--- config.mk ---
export PLATFORM = sky130hd
export DESIGN_NAME = record_table_search_engine_top
export DESIGN_NICKNAME = d
export VERILOG_FILES = /design/src/sv/rtse_pkg.sv /design/src/sv/rtse_mem.sv /design/src/sv/rtse_ctrl.sv /design/src/sv/record_table_search_engine_top.sv
export SDC_FILE = /design/constraint.sdc
export NUM_CORES = 2
export LEC_CHECK = 0
export BUFFER_PORTS_ARGS = -buffer_cell sky130_fd_sc_hd__clkbuf_2
export CELL_PAD_IN_SITES_DETAIL_PLACEMENT = 1
export CELL_PAD_IN_SITES_GLOBAL_PLACEMENT = 1
export CORE_MARGIN = 2
export CORE_UTILIZATION = 48
export CTS_CLUSTER_DIAMETER = 60
export CTS_CLUSTER_SIZE = 10
export DETAILED_ROUTE_END_ITERATION = 10
export GPL_TIMING_DRIVEN = 0
export PLACE_DENSITY_LB_ADDON = 0.1
export SYNTH_ARGS = -nofsm -noshare
export SYNTH_HDL_FRONTEND = slang
export SYNTH_SLANG_ARGS = --single-unit
--- constraint.sdc ---
create_clock -name i_clk -period 7.7 [get_ports i_clk]
set_clock_uncertainty 0.1 [all_clocks]
set_input_delay 0.385 -clock i_clk [delete_from_list [all_inputs] [get_ports i_clk]]
set_output_delay 0.385 -clock i_clk [all_outputs]
set_load 0.005 [all_outputs]
--- src/sv/rtse_pkg.sv ---
// ----------------------------------------------------------------------------
// rtse_pkg
// Shared types and constants for the record table search engine.
// ----------------------------------------------------------------------------
package rtse_pkg;

    localparam int DEPTH_DEF = 32;
    localparam logic [9:0] SCORE_MAX = 10'd1000;

    typedef enum logic [2:0] {
        CMD_APPEND = 3'd0,
        CMD_INSERT = 3'd1,
        CMD_DELETE = 3'd2,
        CMD_CLEAR  = 3'd3,
        CMD_LINEAR = 3'd4,
        CMD_BINARY = 3'd5,
        CMD_MAX    = 3'd6
    } t_cmd;

    typedef enum logic [2:0] {
        ST_OK       = 3'd0,
        ST_NOTFOUND = 3'd1,
        ST_BADPOS   = 3'd2,
        ST_FULL     = 3'd3,
        ST_EMPTY    = 3'd4
    } t_status;

    typedef enum logic [2:0] {
        S_IDLE,
        S_DECODE,
        S_MOVE,
        S_LIN,
        S_BS_RD,
        S_BS_CMP,
        S_MAX,
        S_DONE
    } t_state;

    typedef struct packed {
        logic [15:0] kh;
        logic [63:0] kl;
        logic [9:0]  sc;
    } t_rec;

    typedef struct packed {
        logic [2:0] cmd;
        logic [15:0] kh;
        logic [63:0] kl;
        logic [9:0]  sc;
        logic [5:0]  pos;
    } t_item;

    typedef struct packed {
        t_status    status;
        logic [4:0] slot_index;
        t_rec       rec;
        logic [5:0] entry_count;
    } t_result;

endpackage

--- src/sv/rtse_mem.sv ---
// ----------------------------------------------------------------------------
// rtse_mem
// Record store: one write port, one read port, registered read data.
// ----------------------------------------------------------------------------
module rtse_mem #(
    parameter int DEPTH = rtse_pkg::DEPTH_DEF,
    localparam int IW = $clog2(DEPTH)
) (
    input  logic            i_clk,
    input  logic            i_we,
    input  logic [IW-1:0]   i_waddr,
    input  rtse_pkg::t_rec  i_wdata,
    input  logic            i_re,
    input  logic [IW-1:0]   i_raddr,
    output rtse_pkg::t_rec  o_rdata
);

    rtse_pkg::t_rec r_mem [DEPTH];
    rtse_pkg::t_rec r_rdata;

    always_ff @(posedge i_clk) begin
        if (i_we) begin
            r_mem[i_waddr] <= i_wdata;
        end
        if (i_re) begin
            r_rdata <= r_mem[i_raddr];
        end
    end

    assign o_rdata = r_rdata;

endmodule

--- src/sv/rtse_ctrl.sv ---
// ----------------------------------------------------------------------------
// rtse_ctrl
// Command sequencer: walks the store one entry per cycle for shifts, linear
// search and max scan, bisects it for binary search; one result per command.
// ----------------------------------------------------------------------------
module rtse_ctrl #(
    parameter int DEPTH = rtse_pkg::DEPTH_DEF,
    localparam int IW = $clog2(DEPTH),
    localparam int CW = $clog2(DEPTH + 1)
) (
    input  logic              i_clk,
    input  logic              i_rst_n,
    input  logic              i_valid,
    output logic              o_ready,
    input  rtse_pkg::t_item   i_item,
    input  logic              i_out_free,
    output logic              o_done,
    output rtse_pkg::t_result o_result,
    output logic              o_mem_we,
    output logic [IW-1:0]     o_mem_waddr,
    output rtse_pkg::t_rec    o_mem_wdata,
    output logic              o_mem_re,
    output logic [IW-1:0]     o_mem_raddr,
    input  rtse_pkg::t_rec    i_mem_rdata
);

    localparam int PW = (CW > 6) ? CW : 6;

    rtse_pkg::t_state r_state, n_state;
    logic [CW-1:0]    r_count, n_count;
    logic             r_pend, n_pend;
    logic             r_first, n_first;
    logic [CW-1:0]    r_left, n_left;
    logic [IW-1:0]    r_ra, n_ra;
    logic [IW-1:0]    r_wa, n_wa;
    logic [IW-1:0]    r_pidx, n_pidx;
    logic [CW-1:0]    r_lo, n_lo;
    logic [CW-1:0]    r_hp1, n_hp1;
    logic [2:0]       r_cmd, n_cmd;
    rtse_pkg::t_rec   r_new, n_new;
    logic [5:0]       r_pos, n_pos;
    rtse_pkg::t_status r_status, n_status;
    logic [IW-1:0]    r_ridx, n_ridx;
    rtse_pkg::t_rec   r_rrec, n_rrec;

    logic [PW-1:0]    w_pos_x;
    logic [PW-1:0]    w_n_x;
    logic             w_pos_bad;
    logic             w_full;
    logic             w_empty;
    logic [IW-1:0]    w_pos_m1;
    logic             w_key_eq;
    logic             w_key_gt;
    logic             w_sc_gt;
    logic             w_lo_lt;
    logic [CW:0]      w_mid_sum;
    logic [IW-1:0]    w_mid;
    logic             w_walk_done;
    logic             w_accept;
    logic [IW+4:0]    w_idx_ext;
    logic [CW+5:0]    w_cnt_ext;
    logic [9:0]       w_sc_sat;

    assign w_accept  = i_valid && (r_state == rtse_pkg::S_IDLE);
    assign w_sc_sat  = (i_item.sc > rtse_pkg::SCORE_MAX) ? rtse_pkg::SCORE_MAX : i_item.sc;
    assign w_pos_x   = PW'(r_pos);
    assign w_n_x     = PW'(r_count);
    assign w_pos_bad = (r_pos == 6'd0) || (w_pos_x > w_n_x);
    assign w_full    = (r_count >= CW'(DEPTH));
    assign w_empty   = (r_count == '0);
    assign w_pos_m1  = IW'(w_pos_x - PW'(1));
    assign w_key_eq  = ({i_mem_rdata.kh, i_mem_rdata.kl} == {r_new.kh, r_new.kl});
    assign w_key_gt  = ({i_mem_rdata.kh, i_mem_rdata.kl} > {r_new.kh, r_new.kl});
    assign w_sc_gt   = (i_mem_rdata.sc > r_rrec.sc);
    assign w_lo_lt   = (r_lo < r_hp1);
    assign w_mid_sum = (CW+1)'(r_lo) + (CW+1)'(r_hp1) - (CW+1)'(1);
    assign w_mid     = IW'(w_mid_sum >> 1);
    assign w_walk_done = (r_left == '0) && !r_pend;
    assign w_idx_ext = (IW+5)'(r_ridx);
    assign w_cnt_ext = (CW+6)'(r_count);

    // next state
    always_comb begin
        n_state = r_state;
        case (r_state)
            rtse_pkg::S_IDLE: begin
                if (i_valid) begin
                    n_state = rtse_pkg::S_DECODE;
                end
            end
            rtse_pkg::S_DECODE: begin
                case (r_cmd)
                    rtse_pkg::CMD_INSERT: begin
                        n_state = (w_pos_bad || w_full) ? rtse_pkg::S_DONE : rtse_pkg::S_MOVE;
                    end
                    rtse_pkg::CMD_DELETE: begin
                        n_state = (w_empty || w_pos_bad) ? rtse_pkg::S_DONE : rtse_pkg::S_MOVE;
                    end
                    rtse_pkg::CMD_LINEAR: n_state = rtse_pkg::S_LIN;
                    rtse_pkg::CMD_BINARY: n_state = rtse_pkg::S_BS_RD;
                    rtse_pkg::CMD_MAX: begin
                        n_state = w_empty ? rtse_pkg::S_DONE : rtse_pkg::S_MAX;
                    end
                    default: n_state = rtse_pkg::S_DONE;
                endcase
            end
            rtse_pkg::S_MOVE: begin
                if (w_walk_done) begin
                    n_state = rtse_pkg::S_DONE;
                end
            end
            rtse_pkg::S_LIN: begin
                if ((r_pend && w_key_eq) || w_walk_done) begin
                    n_state = rtse_pkg::S_DONE;
                end
            end
            rtse_pkg::S_BS_RD: begin
                n_state = w_lo_lt ? rtse_pkg::S_BS_CMP : rtse_pkg::S_DONE;
            end
            rtse_pkg::S_BS_CMP: begin
                n_state = w_key_eq ? rtse_pkg::S_DONE : rtse_pkg::S_BS_RD;
            end
            rtse_pkg::S_MAX: begin
                if (w_walk_done) begin
                    n_state = rtse_pkg::S_DONE;
                end
            end
            rtse_pkg::S_DONE: begin
                if (i_out_free) begin
                    n_state = rtse_pkg::S_IDLE;
                end
            end
            default: n_state = rtse_pkg::S_IDLE;
        endcase
    end

    // datapath and store access
    always_comb begin
        n_count  = r_count;
        n_pend   = r_pend;
        n_first  = r_first;
        n_left   = r_left;
        n_ra     = r_ra;
        n_wa     = r_wa;
        n_pidx   = r_pidx;
        n_lo     = r_lo;
        n_hp1    = r_hp1;
        n_cmd    = r_cmd;
        n_new    = r_new;
        n_pos    = r_pos;
        n_status = r_status;
        n_ridx   = r_ridx;
        n_rrec   = r_rrec;
        o_mem_we    = 1'b0;
        o_mem_waddr = r_wa;
        o_mem_wdata = i_mem_rdata;
        o_mem_re    = 1'b0;
        o_mem_raddr = r_ra;

        case (r_state)
            rtse_pkg::S_IDLE: begin
                if (w_accept) begin
                    n_cmd    = i_item.cmd;
                    n_new.kh = i_item.kh;
                    n_new.kl = i_item.kl;
                    n_new.sc = w_sc_sat;
                    n_pos    = i_item.pos;
                end
            end
            rtse_pkg::S_DECODE: begin
                n_status = rtse_pkg::ST_OK;
                n_ridx   = '0;
                n_rrec   = '0;
                n_pend   = 1'b0;
                n_first  = 1'b0;
                case (r_cmd)
                    rtse_pkg::CMD_APPEND: begin
                        if (w_full) begin
                            n_status = rtse_pkg::ST_FULL;
                        end else begin
                            o_mem_we    = 1'b1;
                            o_mem_waddr = IW'(r_count);
                            o_mem_wdata = r_new;
                            n_ridx      = IW'(r_count);
                            n_rrec      = r_new;
                            n_count     = r_count + CW'(1);
                        end
                    end
                    rtse_pkg::CMD_INSERT: begin
                        if (w_pos_bad) begin
                            n_status = rtse_pkg::ST_BADPOS;
                        end else if (w_full) begin
                            n_status = rtse_pkg::ST_FULL;
                        end else begin
                            n_ra   = IW'(r_count - CW'(1));
                            n_left = r_count - CW'(w_pos_m1);
                        end
                    end
                    rtse_pkg::CMD_DELETE: begin
                        if (w_empty) begin
                            n_status = rtse_pkg::ST_EMPTY;
                        end else if (w_pos_bad) begin
                            n_status = rtse_pkg::ST_BADPOS;
                        end else begin
                            n_ra    = w_pos_m1;
                            n_left  = r_count - CW'(w_pos_m1);
                            n_first = 1'b1;
                            n_ridx  = w_pos_m1;
                        end
                    end
                    rtse_pkg::CMD_CLEAR: begin
                        n_count = '0;
                    end
                    rtse_pkg::CMD_LINEAR: begin
                        n_status = rtse_pkg::ST_NOTFOUND;
                        n_ra     = '0;
                        n_left   = r_count;
                    end
                    rtse_pkg::CMD_BINARY: begin
                        n_status = rtse_pkg::ST_NOTFOUND;
                        n_lo     = '0;
                        n_hp1    = r_count;
                    end
                    rtse_pkg::CMD_MAX: begin
                        if (w_empty) begin
                            n_status = rtse_pkg::ST_EMPTY;
                        end else begin
                            n_ra    = '0;
                            n_left  = r_count;
                            n_first = 1'b1;
                        end
                    end
                    default: begin
                        n_status = rtse_pkg::ST_OK;
                    end
                endcase
            end
            rtse_pkg::S_MOVE: begin
                if (r_pend) begin
                    if (r_first) begin
                        n_rrec  = i_mem_rdata;
                        n_first = 1'b0;
                    end else begin
                        o_mem_we    = 1'b1;
                        o_mem_waddr = r_wa;
                        o_mem_wdata = i_mem_rdata;
                    end
                end
                if (r_left != '0) begin
                    o_mem_re    = 1'b1;
                    o_mem_raddr = r_ra;
                    n_left      = r_left - CW'(1);
                    n_pend      = 1'b1;
                    if (r_cmd == rtse_pkg::CMD_INSERT) begin
                        n_wa = r_ra + IW'(1);
                        n_ra = r_ra - IW'(1);
                    end else begin
                        n_wa = r_ra - IW'(1);
                        n_ra = r_ra + IW'(1);
                    end
                end else begin
                    n_pend = 1'b0;
                    if (!r_pend) begin
                        if (r_cmd == rtse_pkg::CMD_INSERT) begin
                            o_mem_we    = 1'b1;
                            o_mem_waddr = w_pos_m1;
                            o_mem_wdata = r_new;
                            n_ridx      = w_pos_m1;
                            n_rrec      = r_new;
                            n_count     = r_count + CW'(1);
                        end else begin
                            n_count = r_count - CW'(1);
                        end
                    end
                end
            end
            rtse_pkg::S_LIN: begin
                if (r_pend && w_key_eq) begin
                    n_status = rtse_pkg::ST_OK;
                    n_ridx   = r_pidx;
                    n_rrec   = i_mem_rdata;
                    n_pend   = 1'b0;
                end else if (r_left != '0) begin
                    o_mem_re    = 1'b1;
                    o_mem_raddr = r_ra;
                    n_pidx      = r_ra;
                    n_ra        = r_ra + IW'(1);
                    n_left      = r_left - CW'(1);
                    n_pend      = 1'b1;
                end else begin
                    n_pend = 1'b0;
                end
            end
            rtse_pkg::S_BS_RD: begin
                if (w_lo_lt) begin
                    o_mem_re    = 1'b1;
                    o_mem_raddr = w_mid;
                    n_pidx      = w_mid;
                end
            end
            rtse_pkg::S_BS_CMP: begin
                if (w_key_eq) begin
                    n_status = rtse_pkg::ST_OK;
                    n_ridx   = r_pidx;
                    n_rrec   = i_mem_rdata;
                end else if (w_key_gt) begin
                    n_hp1 = CW'(r_pidx);
                end else begin
                    n_lo = CW'(r_pidx) + CW'(1);
                end
            end
            rtse_pkg::S_MAX: begin
                if (r_pend) begin
                    n_first = 1'b0;
                    if (r_first || w_sc_gt) begin
                        n_rrec = i_mem_rdata;
                        n_ridx = r_pidx;
                    end
                end
                if (r_left != '0) begin
                    o_mem_re    = 1'b1;
                    o_mem_raddr = r_ra;
                    n_pidx      = r_ra;
                    n_ra        = r_ra + IW'(1);
                    n_left      = r_left - CW'(1);
                    n_pend      = 1'b1;
                end else begin
                    n_pend = 1'b0;
                end
            end
            default: begin
                n_pend = r_pend;
            end
        endcase
    end

    // handshake and result
    always_comb begin
        o_ready                = (r_state == rtse_pkg::S_IDLE);
        o_done                 = (r_state == rtse_pkg::S_DONE) && i_out_free;
        o_result.status        = r_status;
        o_result.slot_index    = w_idx_ext[4:0];
        o_result.rec           = r_rrec;
        o_result.entry_count   = w_cnt_ext[5:0];
    end

    always_ff @(posedge i_clk) begin
        if (!i_rst_n) begin
            r_state <= rtse_pkg::S_IDLE;
            r_count <= '0;
            r_pend  <= 1'b0;
        end else begin
            r_state <= n_state;
            r_count <= n_count;
            r_pend  <= n_pend;
        end
    end

    always_ff @(posedge i_clk) begin
        r_first  <= n_first;
        r_left   <= n_left;
        r_ra     <= n_ra;
        r_wa     <= n_wa;
        r_pidx   <= n_pidx;
        r_lo     <= n_lo;
        r_hp1    <= n_hp1;
        r_cmd    <= n_cmd;
        r_new    <= n_new;
        r_pos    <= n_pos;
        r_status <= n_status;
        r_ridx   <= n_ridx;
        r_rrec   <= n_rrec;
    end

endmodule

--- src/sv/record_table_search_engine_top.sv ---
// ----------------------------------------------------------------------------
// record_table_search_engine_top
// Ordered record list with append, insert, delete, clear, linear and binary
// search and max-score scan, held in a single-port-write record store.
// One command in flight at a time; the next beat can be taken in the same
// cycle as the result beat is first presented. The store's one read per
// cycle sets the walk.
// Reset clears the record count and control; the store is not cleared.
// ----------------------------------------------------------------------------
module record_table_search_engine_top #(
    parameter int DEPTH = rtse_pkg::DEPTH_DEF
) (
    input  logic         i_clk,
    input  logic         i_rst_n,
    input  logic         s_tvalid,
    output logic         s_tready,
    input  logic [95:0]  s_tdata,   // key_high, key_low, score_in, position
    input  logic [2:0]   s_tuser,   // cmd
    output logic         m_tvalid,
    input  logic         m_tready,
    output logic [103:0] m_tdata,   // slot_index, found_key_high, found_key_low,
                                    // found_score, entry_count, zero pad
    output logic [2:0]   m_tuser    // status
);

    localparam int IW = $clog2(DEPTH);

    rtse_pkg::t_item   w_item;
    rtse_pkg::t_result w_result;
    rtse_pkg::t_result r_mres;
    logic              r_mvalid;
    logic              w_out_free;
    logic              w_done;
    logic              w_mem_we;
    logic [IW-1:0]     w_mem_waddr;
    rtse_pkg::t_rec    w_mem_wdata;
    logic              w_mem_re;
    logic [IW-1:0]     w_mem_raddr;
    rtse_pkg::t_rec    w_mem_rdata;

    assign w_item.cmd = s_tuser;
    assign w_item.kh  = s_tdata[15:0];
    assign w_item.kl  = s_tdata[79:16];
    assign w_item.sc  = s_tdata[89:80];
    assign w_item.pos = s_tdata[95:90];

    assign w_out_free = !r_mvalid || m_tready;

    rtse_ctrl #(
        .DEPTH(DEPTH)
    ) u_ctrl (
        .i_clk       (i_clk),
        .i_rst_n     (i_rst_n),
        .i_valid     (s_tvalid),
        .o_ready     (s_tready),
        .i_item      (w_item),
        .i_out_free  (w_out_free),
        .o_done      (w_done),
        .o_result    (w_result),
        .o_mem_we    (w_mem_we),
        .o_mem_waddr (w_mem_waddr),
        .o_mem_wdata (w_mem_wdata),
        .o_mem_re    (w_mem_re),
        .o_mem_raddr (w_mem_raddr),
        .i_mem_rdata (w_mem_rdata)
    );

    rtse_mem #(
        .DEPTH(DEPTH)
    ) u_mem (
        .i_clk   (i_clk),
        .i_we    (w_mem_we),
        .i_waddr (w_mem_waddr),
        .i_wdata (w_mem_wdata),
        .i_re    (w_mem_re),
        .i_raddr (w_mem_raddr),
        .o_rdata (w_mem_rdata)
    );

    always_ff @(posedge i_clk) begin
        if (!i_rst_n) begin
            r_mvalid <= 1'b0;
        end else if (w_done) begin
            r_mvalid <= 1'b1;
        end else if (m_tready) begin
            r_mvalid <= 1'b0;
        end
    end

    always_ff @(posedge i_clk) begin
        if (w_done) begin
            r_mres <= w_result;
        end
    end

    assign m_tvalid = r_mvalid;
    assign m_tuser  = r_mres.status;
    assign m_tdata  = {3'b000, r_mres.entry_count, r_mres.rec.sc, r_mres.rec.kl,
                       r_mres.rec.kh, r_mres.slot_index};

endmodule

==> out/results.ini <==
[run_status]
outcome=complete, but fails checks
violations=max-capacitance violations, max-slew violations

[clocking]
cts_tree=built
cts_resized=0
cts.clk_slew.worst_paths_ps=60
root_buffer=clkbuf_16
cts_sinks=3316
post_cts_buffers=0
cts_buffers=375
htree_levels=5
clockBufferDepth=4
clock_latency_ps=1000

[floorplanning]
ios=212
initial_core_util=0.482
die_area_sq_mm=0.279
die_h_microns=528
core-area_sq_mm=0.273
dieWidth_microns=528
core.rowCount=192

[route]
wl_mm=531
drt_iter0_drc=14000
route.vias.total=90200
antenna_left=0
drt-wirelength-per-cell_microns=39.1
avgViaCountPerCell=6.64
firstDrtPassIters=11
drc=0

[worst_setup_path]
cp-start-kind=flop
startpoint=u_ctrl.r_lo[1]$_SDFFCE_PN0P_
required_ps=8170
worstPathArrival_ps=7460
critPathMaxFanout=11
end_kind=flop
r2r_start=u_ctrl.r_lo[1]$_SDFFCE_PN0P_
crit_type=flop to flop
rr_worst_depth=17

[global_route]
antenna_found_initial=49
track_usage=0.374
use_met1=0.501
grt_overflow=0
top_usage_layer=met2
grt_pass1_wl_mm=721
grt_max_degree=51
grt_pass1_vias=89500
grt_use_met3=0.0959
use_met2=0.563

[timing]
setup_viol_count_final=0
fin_ws_ps=712
tns_ps=0
clock.fmax_mhz=143
final_max_slew_viol_count=43
finalHoldViolations=0
worstMarginPinSlew_ps=1610
rsz0062_at_grt=no
fin_crit_ps=6990
max_slew_margin=-0.0716
min_period_over_period=0.908

[placement]
place_hpwl_mm=375
post-place-ws_ps=186
port_buffers=208
gp_congestion=0.923

[synthesis]
mappedNetlistArea_sq_mm=0.132
synthFlopType=edfxtp_1
ys_seq_area_frac=0.754
yosysWarnings=0
ys_ff_latch=3316
synth_edf_count=3305
syn_inst=8951
syn_avg_cell_area_sq_um=14.7
synth_cell_types=87
async_reset_ff_frac=0

[cells_and_area]
num-nets-final=10100
layout_commonest_cell=edfxtp_1
drive_above_1_share=0.126
final_cell_mix=3305 x edfxtp_1, 1641 x nand2_1, 557 x mux2i_1
area_delta_synth_final_pct=17.3
final_util=0.566

[power]
ir_drop_mv=0.364
power_density_mw_per_mm2=473
power.leakage_nw=54.1

[run]
drv_cap=6

[hold_path]
hold_start=s_tdata[43]
hold_depth=2
min_path_type=input pin to flop

## worst max-delay path, stage by stage (launching register included)
cell      delay [ps]
edfxtp_1         360
inv_1             50
ha_1             310
inv_1             50
ha_1             210
fa_1             710
and2_1           200
nand3_1          100
nand3_1          140
buf_2            580
buf_4            460
buf_4            520
buf_2            600
buf_2            550
mux2i_1          250
o22ai_1          100
o21ai_0          630
o221ai_1         570
## final timing paths
kind	end	slack (ps)
max reg2reg	u_mem.o_rdata[39]$_DFFE_PP_	710
min reg2reg	m_tuser[2]$_DFFE_PP_	310
min	u_ctrl.r_new[37]$_DFFE_PP_	30
max	u_mem.o_rdata[39]$_DFFE_PP_	710
## stage by stage
stage	hold WS [ps]	std cells	instance area, sq um	total power, mW
after floorplan	300	8953	132000	39.7
after CTS	3.67	13500	154000	71.9
after detailed placement	308	13000	143000	55.9
after global placement	306	12800	137000	54.3
final	28.0	13600	155000	73.1
after global routing	16.7	13600	155000	74.4
## registers in the layout (all words and copies together) (netlist names), 5 cells and up
register / flops
m_tdata: 101
u_ctrl.o_result: 90
u_ctrl.r_count: 6
u_ctrl.r_hp1: 6
u_ctrl.r_left: 6
u_ctrl.r_lo: 6
u_ctrl.r_new: 90
u_ctrl.r_pidx: 5
u_ctrl.r_pos: 6
u_ctrl.r_ra: 5
u_ctrl.r_ridx: 5
u_ctrl.r_wa: 5
u_mem.o_rdata: 90
u_mem.r_mem: 2880
## cell type report
class                           instances  area [sq um]
Antenna cell                           42           105
Sequential cell                      3316         99500
Clock buffer                          396          9570
Multi-Input combinational cell       4873         29900
Tap cell                             3589          4490
Inverter                              229           860
Clock inverter                         35           609
Timing Repair Buffer                  578          7210
Fill cell                           25500        119000
Buffer                                535          2410
## kinds of logic after synthesis
family | after synthesis | synth area share
simple gates | 2541 | 0.0835
xor+xnor | 29 | 0.00193
compound gates | 1608 | 0.0802
fa+ha+maj | 125 | 0.0120
other cells | 1 | 0.0000284
mux | 567 | 0.0431
buf+inv | 764 | 0.0247
flops | 3316 | 0.754
## routing by layer
layer	vias up	wire, microns	share of wire
met5	-	777	0.0015
met4	24	32800	0.062
met3	1191	62700	0.12
met2	6114	234000	0.44
met1	46900	200000	0.38
li1	36000	-	-
## Yosys cell counts (23+ instances only)
master | n | share of area
a2111oi_0 | 74 | 0.0049
a21boi_0 | 48 | 0.0027
a21boi_1 | 23 | 0.0013
a21o_1 | 44 | 0.0025
a21oi_1 | 449 | 0.017
a221oi_1 | 43 | 0.0029
a222oi_1 | 90 | 0.0068
a22oi_1 | 31 | 0.0018
a311oi_1 | 23 | 0.0015
a31oi_1 | 35 | 0.0017
and3_1 | 112 | 0.0053
buf_1 | 53 | 0.0015
buf_2 | 163 | 0.0062
buf_4 | 35 | 0.0020
clkbuf_1 | 277 | 0.0079
edfxtp_1 | 3305 | 0.75
ha_1 | 123 | 0.012
inv_1 | 226 | 0.0064
mux2i_1 | 557 | 0.042
nand2_1 | 1641 | 0.047
nand3_1 | 275 | 0.010
nand4_1 | 31 | 0.0015
nor2_1 | 204 | 0.0058
nor3_1 | 76 | 0.0029
nor4_1 | 76 | 0.0036
nor4b_1 | 35 | 0.0023
o21ai_0 | 272 | 0.010
o221ai_1 | 33 | 0.0022
o22ai_1 | 275 | 0.013
o31ai_1 | 37 | 0.0021
or4_1 | 34 | 0.0019
## what timing repair did
action | 4_1_cts | 5_1_grt
hold buffers | 117 | 0
endpoints found under the hold margin | 136 | 0
setup endpoints to repair | 0 | 0
## report_power, final
part / internal (mW) / leakage (nW) / switching (mW)
Combinational: 7.87 / 19.2 / 23.8
Sequential: 24.1 / 30.0 / 1.38
Clock: 8.89 / 4.96 / 7.10
Note: power is estimated with default switching activity, not from simulation.
